==> config.mk <==
export PLATFORM = sky130hd
export DESIGN_NAME = point_table_nearest_swap_flat
export DESIGN_NICKNAME = d
export VERILOG_FILES = /design/src/rtl/core/ptns_pkg.sv /design/src/rtl/core/ptns_if.sv /design/src/rtl/core/ptns_ram.sv /design/src/rtl/core/ptns_dist.sv /design/src/rtl/core/point_table_nearest_swap.sv /design/src/flat_wrapper.sv
export VERILOG_INCLUDE_DIRS = /design/src /design/src/rtl/core
export SDC_FILE = /design/constraint.sdc
export NUM_CORES = 2
export LEC_CHECK = 0
export ABC_AREA = 0
export BUFFER_PORTS_ARGS = -buffer_cell sky130_fd_sc_hd__buf_4
export CAP_MARGIN = 20
export CELL_PAD_IN_SITES_DETAIL_PLACEMENT = 2
export CELL_PAD_IN_SITES_GLOBAL_PLACEMENT = 2
export CORE_MARGIN = 2
export CORE_UTILIZATION = 43
export CTS_BUF_LIST = sky130_fd_sc_hd__clkbuf_2
export DETAILED_ROUTE_END_ITERATION = 10
export PLACE_DENSITY = 0.87
export REMOVE_ABC_BUFFERS = 1
export SLEW_MARGIN = 20
export SYNTH_ARGS = -nofsm -noshare
export SYNTH_HDL_FRONTEND = slang
export SYNTH_SLANG_ARGS = --single-unit
export TNS_END_PERCENT = 10
==> constraint.sdc <==
create_clock -name clk -period 19.7 [get_ports clk]
set_input_delay 1.97 -clock clk [delete_from_list [all_inputs] [get_ports clk]]
set_output_delay 1.97 -clock clk [all_outputs]
set_load 0.005 [all_outputs]
==> src/rtl/core/assert_macros.svh <==
// assertion helpers, clocked on clk and disabled while arst_n is low
`ifndef ASSERT_MACROS_SVH
`define ASSERT_MACROS_SVH

// property must hold at every edge
`define ASSERT_ALWAYS(lbl, expr, msg) \
	lbl: assert property (@(posedge clk) disable iff (!arst_n) (expr)) else $error(msg);

// same-cycle implication
`define ASSERT_IMPL(lbl, ante, cons, msg) \
	lbl: assert property (@(posedge clk) disable iff (!arst_n) (ante) |-> (cons)) else $error(msg);

// next-cycle implication
`define ASSERT_NEXT(lbl, ante, cons, msg) \
	lbl: assert property (@(posedge clk) disable iff (!arst_n) (ante) |=> (cons)) else $error(msg);

`endif

==> src/rtl/core/ptns_pkg.sv <==
package ptns_pkg;

	localparam int TABLE_DEPTH_DEF = 32;
	localparam int NEAREST_MIN     = 3;
	localparam int FIRST_SLOT      = 1;

	localparam int COORD_W  = 16;
	localparam int KIND_W   = 2;
	localparam int OP_W     = 2;
	localparam int IDX_W    = 5;
	localparam int STATUS_W = 2;
	localparam int COUNT_W  = 6;
	localparam int DIST_W   = 34;
	localparam int SQ_W     = 2 * COORD_W;

	localparam logic [OP_W-1:0] OP_ADD     = 2'd0;
	localparam logic [OP_W-1:0] OP_REMOVE  = 2'd1;
	localparam logic [OP_W-1:0] OP_NEAREST = 2'd2;
	localparam logic [OP_W-1:0] OP_READ    = 2'd3;

	localparam logic [STATUS_W-1:0] ST_OK        = 2'd0;
	localparam logic [STATUS_W-1:0] ST_FULL      = 2'd1;
	localparam logic [STATUS_W-1:0] ST_BAD_INDEX = 2'd2;
	localparam logic [STATUS_W-1:0] ST_TOO_FEW   = 2'd3;

	typedef struct packed {
		logic [COORD_W-1:0] x;
		logic [COORD_W-1:0] y;
		logic [KIND_W-1:0]  kind;
	} entry_t;

	// tag that travels with a scanned entry through the distance unit
	typedef struct packed {
		logic valid;
		logic last;
	} dtag_t;

	typedef struct packed {
		logic [STATUS_W-1:0]       status;
		logic [COUNT_W-1:0]        count;
		logic [IDX_W-1:0]          found_index;
		logic [DIST_W-1:0]         distance_sq;
		logic signed [COORD_W-1:0] read_x;
		logic signed [COORD_W-1:0] read_y;
		logic [KIND_W-1:0]         read_kind;
	} result_t;

endpackage

==> src/rtl/core/ptns_if.sv <==
interface ptns_req_if;
	logic                                valid;
	logic                                ready;
	logic [ptns_pkg::OP_W-1:0]           opcode;
	logic signed [ptns_pkg::COORD_W-1:0] pos_x;
	logic signed [ptns_pkg::COORD_W-1:0] pos_y;
	logic [ptns_pkg::KIND_W-1:0]         kind;
	logic [ptns_pkg::IDX_W-1:0]          index;

	modport source (output valid, opcode, pos_x, pos_y, kind, index, input ready);
	modport sink (input valid, opcode, pos_x, pos_y, kind, index, output ready);
endinterface

interface ptns_rsp_if;
	logic                                valid;
	logic                                ready;
	logic [ptns_pkg::STATUS_W-1:0]       status;
	logic [ptns_pkg::COUNT_W-1:0]        count;
	logic [ptns_pkg::IDX_W-1:0]          found_index;
	logic [ptns_pkg::DIST_W-1:0]         distance_sq;
	logic signed [ptns_pkg::COORD_W-1:0] read_x;
	logic signed [ptns_pkg::COORD_W-1:0] read_y;
	logic [ptns_pkg::KIND_W-1:0]         read_kind;

	modport source (output valid, status, count, found_index, distance_sq,
		read_x, read_y, read_kind, input ready);
	modport sink (input valid, status, count, found_index, distance_sq,
		read_x, read_y, read_kind, output ready);
endinterface

==> src/rtl/core/ptns_ram.sv <==
module ptns_ram #(
	parameter int WIDTH = 34,
	parameter int DEPTH = 32
) (
	input  logic                     clk,
	input  logic                     we,
	input  logic [$clog2(DEPTH)-1:0] waddr,
	input  logic [WIDTH-1:0]         wdata,
	input  logic [$clog2(DEPTH)-1:0] raddr,
	output logic [WIDTH-1:0]         rdata
);

	logic [WIDTH-1:0] mem [DEPTH];

	always_ff @(posedge clk) begin
		if (we) begin
			mem[waddr] <= wdata;
		end
		rdata <= mem[raddr];
	end

endmodule

==> src/rtl/core/ptns_dist.sv <==
module ptns_dist (
	input  logic                               clk,
	input  logic                               arst_n,
	input  ptns_pkg::dtag_t                    tag_in,
	input  logic [ptns_pkg::COORD_W-1:0]       ref_x,
	input  logic [ptns_pkg::COORD_W-1:0]       ref_y,
	input  logic [ptns_pkg::COORD_W-1:0]       ent_x,
	input  logic [ptns_pkg::COORD_W-1:0]       ent_y,
	output ptns_pkg::dtag_t                    tag_out,
	output logic [ptns_pkg::DIST_W-1:0]        dist_sq
);

	localparam int CW = ptns_pkg::COORD_W;

	logic [CW:0]                    dx, dy, ax, ay;
	logic [CW-1:0]                  mag_x_s1, mag_y_s1;
	logic [ptns_pkg::SQ_W-1:0]      sq_x_s2, sq_y_s2;
	logic [ptns_pkg::DIST_W-1:0]    dist_s3;
	ptns_pkg::dtag_t                tag_s1, tag_s2, tag_s3;

	// sign-extended difference, then magnitude (fits in CW bits)
	always_comb begin
		dx = {ent_x[CW-1], ent_x} - {ref_x[CW-1], ref_x};
		dy = {ent_y[CW-1], ent_y} - {ref_y[CW-1], ref_y};
		ax = dx[CW] ? (~dx + 1'b1) : dx;
		ay = dy[CW] ? (~dy + 1'b1) : dy;
	end

	always_ff @(posedge clk or negedge arst_n) begin
		if (!arst_n) begin
			tag_s1 <= '0;
			tag_s2 <= '0;
			tag_s3 <= '0;
		end else begin
			tag_s1 <= tag_in;
			tag_s2 <= tag_s1;
			tag_s3 <= tag_s2;
		end
	end

	always_ff @(posedge clk) begin
		mag_x_s1 <= ax[CW-1:0];
		mag_y_s1 <= ay[CW-1:0];
		sq_x_s2  <= mag_x_s1 * mag_x_s1;
		sq_y_s2  <= mag_y_s1 * mag_y_s1;
		dist_s3  <= ptns_pkg::DIST_W'(sq_x_s2) + ptns_pkg::DIST_W'(sq_y_s2);
	end

	assign tag_out = tag_s3;
	assign dist_sq = dist_s3;

endmodule

==> src/rtl/core/point_table_nearest_swap.sv <==
// point table with nearest-entry search
// req channel: one transfer carries an operation (add, remove, nearest, read) with
// a point, a kind and a slot index; rsp channel returns exactly one transfer
// per request with status, entry count after the operation, nearest slot and
// squared distance, or the entry read
// the nearest scan reads one stored entry per cycle through the single read
// port of the entry memory and pushes it through a shared three-stage
// squared-distance unit, then the swap into slot one reads slot one and the
// best slot and writes each into the other's place
// one request is in work at a time; req ready is high only while idle
// a finished response sits in an output register, so the next request is
// taken while rsp is stalled; its response waits until that register drains
// reset empties the table (count zero); entry memory has no reset and no
// clearing pass, slots are only used after they have been written
module point_table_nearest_swap #(
	parameter int TABLE_DEPTH = ptns_pkg::TABLE_DEPTH_DEF
) (
	input  logic            clk,
	input  logic            arst_n,
	ptns_req_if.sink        req,
	ptns_rsp_if.source      rsp
);

	`include "assert_macros.svh"

	localparam int ADDR_W = $clog2(TABLE_DEPTH);
	localparam int CNT_W  = $clog2(TABLE_DEPTH + 1);
	localparam int CMP_W  = (CNT_W > ptns_pkg::IDX_W) ? CNT_W : ptns_pkg::IDX_W;
	localparam int OCNT_W = (CNT_W > ptns_pkg::COUNT_W) ? CNT_W : ptns_pkg::COUNT_W;
	localparam int FND_W  = (ADDR_W > ptns_pkg::IDX_W) ? ADDR_W : ptns_pkg::IDX_W;

	// sequencer states
	localparam logic [3:0] S_IDLE  = 4'd0;
	localparam logic [3:0] S_EXEC  = 4'd1;
	localparam logic [3:0] S_RM_WR = 4'd2;
	localparam logic [3:0] S_RD    = 4'd3;
	localparam logic [3:0] S_SCAN  = 4'd4;
	localparam logic [3:0] S_DRAIN = 4'd5;
	localparam logic [3:0] S_SW_A  = 4'd6;
	localparam logic [3:0] S_SW_B  = 4'd7;
	localparam logic [3:0] S_SW_C  = 4'd8;
	localparam logic [3:0] S_SW_D  = 4'd9;
	localparam logic [3:0] S_RESP  = 4'd10;

	logic [3:0]                       state_q;
	logic [CNT_W-1:0]                 cnt_q;
	logic [ADDR_W-1:0]                scan_i_q, cmp_i_q, best_q;
	logic [ptns_pkg::DIST_W-1:0]      best_d_q;
	logic                             have_q;
	logic                             out_v_q;
	ptns_pkg::dtag_t                  rd_tag_q;
	ptns_pkg::result_t                res_q, out_q;
	ptns_pkg::result_t                exec_res, out_d;
	ptns_pkg::entry_t                 swap_q;

	logic [ptns_pkg::OP_W-1:0]        op_q;
	logic [ptns_pkg::COORD_W-1:0]     px_q, py_q;
	logic [ptns_pkg::KIND_W-1:0]      kind_q;
	logic [ptns_pkg::IDX_W-1:0]       idx_q;

	// memory port
	logic                             ram_we;
	logic [ADDR_W-1:0]                ram_waddr, ram_raddr;
	ptns_pkg::entry_t                 ram_wdata, ram_rdata;

	// distance unit
	ptns_pkg::dtag_t                  iss_tag, dtag_out;
	logic [ptns_pkg::DIST_W-1:0]      dist_out;

	logic                             acc, out_free;
	logic                             full, idx_bad, too_few, scan_last, better;
	logic [CNT_W-1:0]                 cnt_m1;
	logic [CMP_W-1:0]                 idx_ext, cnt_ext;
	logic [ADDR_W-1:0]                idx_addr, last_addr;
	logic [OCNT_W-1:0]                cnt_out;
	logic [FND_W-1:0]                 found_ext;

	assign acc      = req.valid && req.ready;
	assign out_free = !out_v_q || rsp.ready;
	assign req.ready = (state_q == S_IDLE);

	// operation checks against the current fill
	assign cnt_m1    = cnt_q - 1'b1;
	assign idx_ext   = CMP_W'(idx_q);
	assign cnt_ext   = CMP_W'(cnt_q);
	assign full      = (cnt_q == CNT_W'(TABLE_DEPTH));
	assign idx_bad   = (idx_ext >= cnt_ext);
	assign too_few   = (cnt_q < CNT_W'(ptns_pkg::NEAREST_MIN));
	assign idx_addr  = idx_ext[ADDR_W-1:0];
	assign last_addr = cnt_m1[ADDR_W-1:0];
	assign scan_last = (CNT_W'(scan_i_q) == cnt_m1);
	// first strict minimum wins
	assign better    = !have_q || (dist_out < best_d_q);
	assign cnt_out   = OCNT_W'(cnt_q);
	assign found_ext = FND_W'(best_q);

	assign iss_tag.valid = (state_q == S_SCAN);
	assign iss_tag.last  = scan_last;

	// status of the operation, decided in the execute cycle
	always_comb begin
		exec_res = '0;
		case (op_q)
			ptns_pkg::OP_ADD: begin
				if (full) begin
					exec_res.status = ptns_pkg::ST_FULL;
				end
			end
			ptns_pkg::OP_NEAREST: begin
				if (too_few) begin
					exec_res.status = ptns_pkg::ST_TOO_FEW;
				end
			end
			default: begin
				if (idx_bad) begin
					exec_res.status = ptns_pkg::ST_BAD_INDEX;
				end
			end
		endcase
	end

	// response with the count after the operation
	always_comb begin
		out_d       = res_q;
		out_d.count = cnt_out[ptns_pkg::COUNT_W-1:0];
	end

	// memory address and write selection per state
	always_comb begin
		ram_we    = 1'b0;
		ram_waddr = last_addr;
		ram_wdata = ram_rdata;
		ram_raddr = scan_i_q;
		case (state_q)
			S_EXEC: begin
				if (op_q == ptns_pkg::OP_ADD && !full) begin
					ram_we    = 1'b1;
					ram_waddr = cnt_q[ADDR_W-1:0];
					ram_wdata = '{x: px_q, y: py_q, kind: kind_q};
				end
				if (op_q == ptns_pkg::OP_REMOVE) begin
					ram_raddr = last_addr;
				end else begin
					ram_raddr = idx_addr;
				end
			end
			S_RM_WR: begin
				// last entry moves into the freed slot
				ram_we    = 1'b1;
				ram_waddr = idx_addr;
			end
			S_SW_A: ram_raddr = ADDR_W'(ptns_pkg::FIRST_SLOT);
			S_SW_B: ram_raddr = best_q;
			S_SW_C: begin
				ram_we    = 1'b1;
				ram_waddr = ADDR_W'(ptns_pkg::FIRST_SLOT);
			end
			S_SW_D: begin
				ram_we    = 1'b1;
				ram_waddr = best_q;
				ram_wdata = swap_q;
			end
			default: ;
		endcase
	end

	ptns_ram #(
		.WIDTH($bits(ptns_pkg::entry_t)),
		.DEPTH(TABLE_DEPTH)
	) u_ram (
		.clk   (clk),
		.we    (ram_we),
		.waddr (ram_waddr),
		.wdata (ram_wdata),
		.raddr (ram_raddr),
		.rdata (ram_rdata)
	);

	// shared squared-distance unit, fed one entry per cycle during the scan
	ptns_dist u_dist (
		.clk     (clk),
		.arst_n  (arst_n),
		.tag_in  (rd_tag_q),
		.ref_x   (px_q),
		.ref_y   (py_q),
		.ent_x   (ram_rdata.x),
		.ent_y   (ram_rdata.y),
		.tag_out (dtag_out),
		.dist_sq (dist_out)
	);

	// control
	always_ff @(posedge clk or negedge arst_n) begin
		if (!arst_n) begin
			state_q  <= S_IDLE;
			cnt_q    <= '0;
			scan_i_q <= '0;
			cmp_i_q  <= '0;
			have_q   <= 1'b0;
			out_v_q  <= 1'b0;
			rd_tag_q <= '0;
		end else begin
			// tag lines up with the registered memory read
			rd_tag_q <= iss_tag;
			if (dtag_out.valid) begin
				cmp_i_q <= cmp_i_q + 1'b1;
				have_q  <= 1'b1;
			end
			if (state_q == S_RESP && out_free) begin
				out_v_q <= 1'b1;
			end else if (rsp.ready) begin
				out_v_q <= 1'b0;
			end
			case (state_q)
				S_IDLE: begin
					if (acc) begin
						state_q <= S_EXEC;
					end
				end
				S_EXEC: begin
					case (op_q)
						ptns_pkg::OP_ADD: begin
							if (!full) begin
								cnt_q <= cnt_q + 1'b1;
							end
							state_q <= S_RESP;
						end
						ptns_pkg::OP_REMOVE: state_q <= idx_bad ? S_RESP : S_RM_WR;
						ptns_pkg::OP_READ:   state_q <= idx_bad ? S_RESP : S_RD;
						ptns_pkg::OP_NEAREST: begin
							if (too_few) begin
								state_q <= S_RESP;
							end else begin
								scan_i_q <= ADDR_W'(ptns_pkg::FIRST_SLOT);
								cmp_i_q  <= ADDR_W'(ptns_pkg::FIRST_SLOT);
								have_q   <= 1'b0;
								state_q  <= S_SCAN;
							end
						end
						default: state_q <= S_RESP;
					endcase
				end
				S_RM_WR: begin
					cnt_q   <= cnt_m1;
					state_q <= S_RESP;
				end
				S_RD: state_q <= S_RESP;
				S_SCAN: begin
					scan_i_q <= scan_i_q + 1'b1;
					if (scan_last) begin
						state_q <= S_DRAIN;
					end
				end
				S_DRAIN: begin
					if (dtag_out.valid && dtag_out.last) begin
						state_q <= S_SW_A;
					end
				end
				S_SW_A: state_q <= S_SW_B;
				S_SW_B: state_q <= S_SW_C;
				S_SW_C: state_q <= S_SW_D;
				S_SW_D: state_q <= S_RESP;
				S_RESP: begin
					if (out_free) begin
						state_q <= S_IDLE;
					end
				end
				default: state_q <= S_IDLE;
			endcase
		end
	end

	// payload
	always_ff @(posedge clk) begin
		if (acc) begin
			op_q   <= req.opcode;
			px_q   <= req.pos_x;
			py_q   <= req.pos_y;
			kind_q <= req.kind;
			idx_q  <= req.index;
		end
		if (dtag_out.valid && better) begin
			best_d_q <= dist_out;
			best_q   <= cmp_i_q;
		end
		case (state_q)
			S_EXEC: res_q <= exec_res;
			S_RD: begin
				res_q.read_x    <= ram_rdata.x;
				res_q.read_y    <= ram_rdata.y;
				res_q.read_kind <= ram_rdata.kind;
			end
			S_SW_B: swap_q <= ram_rdata;
			S_SW_D: begin
				res_q.found_index <= found_ext[ptns_pkg::IDX_W-1:0];
				res_q.distance_sq <= best_d_q;
			end
			S_RESP: begin
				if (out_free) begin
					out_q <= out_d;
				end
			end
			default: ;
		endcase
	end

	assign rsp.valid       = out_v_q;
	assign rsp.status      = out_q.status;
	assign rsp.count       = out_q.count;
	assign rsp.found_index = out_q.found_index;
	assign rsp.distance_sq = out_q.distance_sq;
	assign rsp.read_x      = out_q.read_x;
	assign rsp.read_y      = out_q.read_y;
	assign rsp.read_kind   = out_q.read_kind;

	// fill changes only where add or remove commits
	`ASSERT_NEXT(a_cnt_commit, state_q != S_EXEC && state_q != S_RM_WR, cnt_q == $past(cnt_q), "count changed outside add or remove")
	// distance results arrive only while the scan runs or drains
	`ASSERT_IMPL(a_dist_in_scan, dtag_out.valid, state_q == S_SCAN || state_q == S_DRAIN, "distance result outside scan")
	// during the swap reads, the best slot lies inside the filled part of the table
	`ASSERT_IMPL(a_best_range, have_q && (state_q == S_SW_A || state_q == S_SW_B), best_q < cnt_q, "nearest slot beyond count")

endmodule

==> src/flat_wrapper.sv <==
// flat-port wrapper written by rule: the top's interface ports become plain ports
module point_table_nearest_swap_flat 
#(
	parameter int TABLE_DEPTH = ptns_pkg::TABLE_DEPTH_DEF
)
  (clk, arst_n, req_valid, req_opcode, req_pos_x, req_pos_y, req_kind, req_index, req_ready, rsp_valid, rsp_status, rsp_count, rsp_found_index, rsp_distance_sq, rsp_read_x, rsp_read_y, rsp_read_kind, rsp_ready);
  ptns_req_if req_i ();
  ptns_rsp_if rsp_i ();
  input  logic clk;
  input  logic arst_n;
  input wire logic [$bits(req_i.valid)-1:0] req_valid;
  input wire logic [$bits(req_i.opcode)-1:0] req_opcode;
  input wire logic [$bits(req_i.pos_x)-1:0] req_pos_x;
  input wire logic [$bits(req_i.pos_y)-1:0] req_pos_y;
  input wire logic [$bits(req_i.kind)-1:0] req_kind;
  input wire logic [$bits(req_i.index)-1:0] req_index;
  output wire logic [$bits(req_i.ready)-1:0] req_ready;
  output wire logic [$bits(rsp_i.valid)-1:0] rsp_valid;
  output wire logic [$bits(rsp_i.status)-1:0] rsp_status;
  output wire logic [$bits(rsp_i.count)-1:0] rsp_count;
  output wire logic [$bits(rsp_i.found_index)-1:0] rsp_found_index;
  output wire logic [$bits(rsp_i.distance_sq)-1:0] rsp_distance_sq;
  output wire logic [$bits(rsp_i.read_x)-1:0] rsp_read_x;
  output wire logic [$bits(rsp_i.read_y)-1:0] rsp_read_y;
  output wire logic [$bits(rsp_i.read_kind)-1:0] rsp_read_kind;
  input wire logic [$bits(rsp_i.ready)-1:0] rsp_ready;
  assign req_i.valid = req_valid;
  assign req_i.opcode = req_opcode;
  assign req_i.pos_x = req_pos_x;
  assign req_i.pos_y = req_pos_y;
  assign req_i.kind = req_kind;
  assign req_i.index = req_index;
  assign req_ready = req_i.ready;
  assign rsp_valid = rsp_i.valid;
  assign rsp_status = rsp_i.status;
  assign rsp_count = rsp_i.count;
  assign rsp_found_index = rsp_i.found_index;
  assign rsp_distance_sq = rsp_i.distance_sq;
  assign rsp_read_x = rsp_i.read_x;
  assign rsp_read_y = rsp_i.read_y;
  assign rsp_read_kind = rsp_i.read_kind;
  assign rsp_i.ready = rsp_ready;
  point_table_nearest_swap #(.TABLE_DEPTH(TABLE_DEPTH)) u_core (.clk(clk), .arst_n(arst_n), .req(req_i), .rsp(rsp_i));
endmodule
==> flow_summary.yaml <==
run_status:
  status: "finished with violations"
  violations: "max-slew violations"
sta:
  worst_slack_ps: 11880
  grt_setup_unrepaired: "false"
  period_share_pct: 39.7
  relSlewSlack_pct: -6.74
  tightest_slew_ps: 1600
  hold_violations: 0
  holdWs_ps: 181
  setup-violations-final: 0
  fmax_mhz: 128
  finClkSkew_ps: 332
  fin_crit_ps: 7820
  finalMaxSlewViolations: 43
clocking:
  cts_num_sinks: 1546
  cts-root-buf: "clkbuf_2"
  ctsResizeCount: 0
  clockBufferDepth: 4
  clock_latency_ps: 2060
  htreeDepth: 5
  cts-hold-fix-buffers: 8
  cts_setup_buffers: 0
  clkSlewWorstSetupHoldPaths_ps: 160
  cts_tree: "yes"
  numCtsBuffers: 409
die:
  die_area_um2: 181000
  initial_utilization_pct: 43.3
  die_h_um: 425
  rows: 154
  die_w_um: 425
  core_area_um2: 176000
  pin_count: 128
yosys:
  yosysTopAreaCell: "edfxtp_1"
  yosysSeqAreaShare_pct: 58.5
  synth_area_leaders: "edfxtp_1 (53%), fa_1 (8.6%), ha_1 (5.1%), dfxtp_1 (4.2%), nand2_1 (3.8%)"
  netlist_area_um2: 76300
  syn_avg_cell_area_um2: 12.5
  synthArstFlopShare_pct: 1.94
  yosys_register_bits: 1546
  syn_inst: 6101
  synth_warnings: 0
  ys.flop_type: "edfxtp_1"
  yosysUniqueCellTypes: 83
  synth_edf_count: 1355
  synth_top_area_share_pct: 53.3
global_routing:
  grt-ovfl-total: 0
  grt_max_degree: 229
  antenna_found_initial: 25
  grt_pass1_wl_um: 472000
  gr-usage-all-layers_pct: 36.2
  grt_pass1_vias: 64400
route:
  drc: 0
  drtIter0Drc: 6922
  drt_wl_total_um: 333000
  antenna_left: 0
  first_pass_iters: 6
  vias_per_cell: 6.42
  wl_per_cell_um: 36.7
  via_count: 58200
critical_path:
  r2r_slack_ps: 11880
  r2r-start: "u_core.u_dist.mag_x_s1[12]$_DFF_P_"
  cp_slowest_cell: "dfxtp_1"
  critPathArrivalTime_ps: 9560
  reg2reg_depth: 22
  rr_endpoint: "u_core.u_dist.sq_x_s2[29]$_DFF_P_"
  setup.worst_path.end_class: "flip-flop"
  cp.required_ps: 21440
  crit_chain: "inv_1 -> nor2_1 -> inv_1 -> fa_1 -> fa_1 -> inv_1 -> ha_1 -> fa_1 -> fa_1 -> inv_1 -> fa_1 -> inv_1 -> ha_1 -> a21oi_1 -> o21ai_0 -> a31o_2 -> a41oi_1 -> o21ai_0 -> a211oi_1 -> o21ai_0 -> nor4b_1 -> a211o_1"
  cp_max_fo: 11
  crit_path_start_kind: "flip-flop"
  path_class: "reg -> reg"
  max_stage_delay_ps: 740
  crit_family: "adder cells"
  cp_num_buf_inv: 5
min_path:
  min_to: "u_core.px_q[13]$_DFFE_PP_"
  hold_path.startpoint: "req_pos_x[13]"
  hold_class: "in -> reg"
  hold_depth: 1
placement:
  dpl_worst_slack_ps: 12330
  gp_congestion: 0.857
  hpwl_um: 176000
  io_buffer_count: 126
layout:
  final_util_pct: 47.5
  drive_above_1_share_pct: 14.0
  num-fill-cells: 17100
  nNetsFinal: 7085
  area_growth_pct: 9.85
flow_run:
  cap_violations: 0
[cells by family (layout without fill, tap and decap cells)]
group,after synthesis,count (layout),synth area share (%)
XOR/XNOR,156,156,1.79
AND/OR/NAND/NOR,1569,1569,9.70
other,1,18,0.00492
multiplexers,7,7,0.0984
buffers and inverters,972,1581,4.89
adder cells (fa/ha/maj),638,638,13.7
AO/OA/AOI/OAI,1212,1212,11.3
flip-flops,1546,1546,58.5
[stage by stage]
step | area (um^2) | cells | setup TNS (ps)
floorplan | 75000 | 5777 | -305640
global placement | 79800 | 8310 | 0
detailed placement | 79800 | 8311 | 0
CTS | 83500 | 9038 | 0
global route | 83800 | 9058 | 0
finish | 83800 | 9067 | 0
[cells in the final DEF, fill, tap and decap left out, types with 22 or more instances in the layout]
cell type,n
o21ai_0,62
a21oi_1,210
xor2_1,54
a222oi_1,36
fa_1,327
clkinv_1,76
and2_0,97
ha_1,311
buf_4,190
and2_1,286
nand2b_1,22
dfxtp_1,161
dfrtp_1,29
nand3_1,33
nor2_4,36
a21o_1,88
a311oi_1,139
xnor2_1,102
and3_1,55
nor2_1,139
edfxtp_1,1355
nor2b_1,30
a211oi_1,386
nor3_1,25
o21a_1,22
nand2_1,776
clkbuf_2,624
a31oi_1,150
inv_1,643
[layout make-up]
cell class / instances / area, um^2 / share of cell area, %
Antenna cell: 17 / 42.5 / 0.0508
Clock buffer: 624 / 3120 / 3.73
Clock inverter: 95 / 487 / 0.581
Inverter: 648 / 2430 / 2.90
Multi-Input combinational cell: 3583 / 28300 / 33.7
Sequential cell: 1546 / 44700 / 53.3
Tap cell: 2340 / 2930 / 3.49
Timing Repair Buffer: 214 / 1880 / 2.24
[synthesized netlist by cell type (7+ instances only)]
cell,instances
buf_2,53
a211o_1,9
a21oi_1,210
inv_1,647
nand2b_1,22
nand4_1,15
o31ai_1,9
nand3_1,33
nand2_1,777
dfxtp_1,161
xnor2_1,102
a21o_1,89
a311oi_1,139
xor2_1,54
or3_1,13
buf_1,18
ha_1,311
a31oi_1,151
fa_1,327
a211oi_1,387
edfxtp_1,1355
or2_2,11
a222oi_1,36
dfrtp_1,30
nor2_1,175
and2_0,97
o21a_1,22
o21bai_1,11
a31o_2,9
and2_1,289
o21ai_0,63
nor2b_1,31
o211ai_1,8
clkbuf_1,248
nor3_1,26
and3_1,55
o22ai_1,7
[metal layers]
metal	vias to the layer above	routed length, um	part of all wire (%)	global-route usage [%]
li1	22600	-	-	-
met1	29800	111000	33	39.6
met5	-	201	0.060	0
met2	4302	162000	49	60.1
met4	20	30600	9.2	29.7
met3	1550	28900	8.7	8.63
[sequential cells by signal (all words and copies together) (netlist names), 31 cells and up]
register / flops
u_core.swap_q: 34
u_core.u_ram.mem: 1088
u_core.u_ram.rdata: 34
u_core.u_dist.sq_y_s2: 31
u_core.u_dist.sq_x_s2: 31
u_core.best_d_q: 33
u_core.rsp.distance_sq: 33
u_core.u_dist.dist_sq: 33
u_core.out_d: 74
[worst reg2reg max path: cells and delay by family (launching register included)]
kind            cells  cell delay [ps]
fa+ha+maj           7             2960
compound gates      8             2510
simple gates        2              820
flops               1              740
buf+inv             5              640
[how the worst max path moves through the flow]
| stage | from | cells past startpoint | slack [ps] | endpoint |
|---|---|---|---|---|
| 4_1_cts | u_core.u_dist.mag_x_s1[12]$_DFF_P_ | 22 | 12060 | u_core.u_dist.sq_x_s2[29]$_DFF_P_ |
| 2_1_floorplan | u_core.state_q[3]$_DFFE_PN0P_ | 10 | -9030 | u_core.u_ram.rdata[0]$_DFF_P_ |
| 3_3_place_gp | u_core.u_dist.mag_x_s1[9]$_DFF_P_ | 23 | 12720 | u_core.u_dist.sq_x_s2[29]$_DFF_P_ |
| 3_5_place_dp | u_core.u_dist.mag_x_s1[9]$_DFF_P_ | 23 | 12330 | u_core.u_dist.sq_x_s2[29]$_DFF_P_ |
| 6_report | u_core.u_dist.mag_x_s1[12]$_DFF_P_ | 22 | 11880 | u_core.u_dist.sq_x_s2[29]$_DFF_P_ |
| 5_1_grt | u_core.u_dist.mag_x_s1[12]$_DFF_P_ | 22 | 11560 | u_core.u_dist.sq_x_s2[29]$_DFF_P_ |
Power is not shown: default switching activity piles up to over one toggle a cycle in this logic, so the estimate is an artifact.
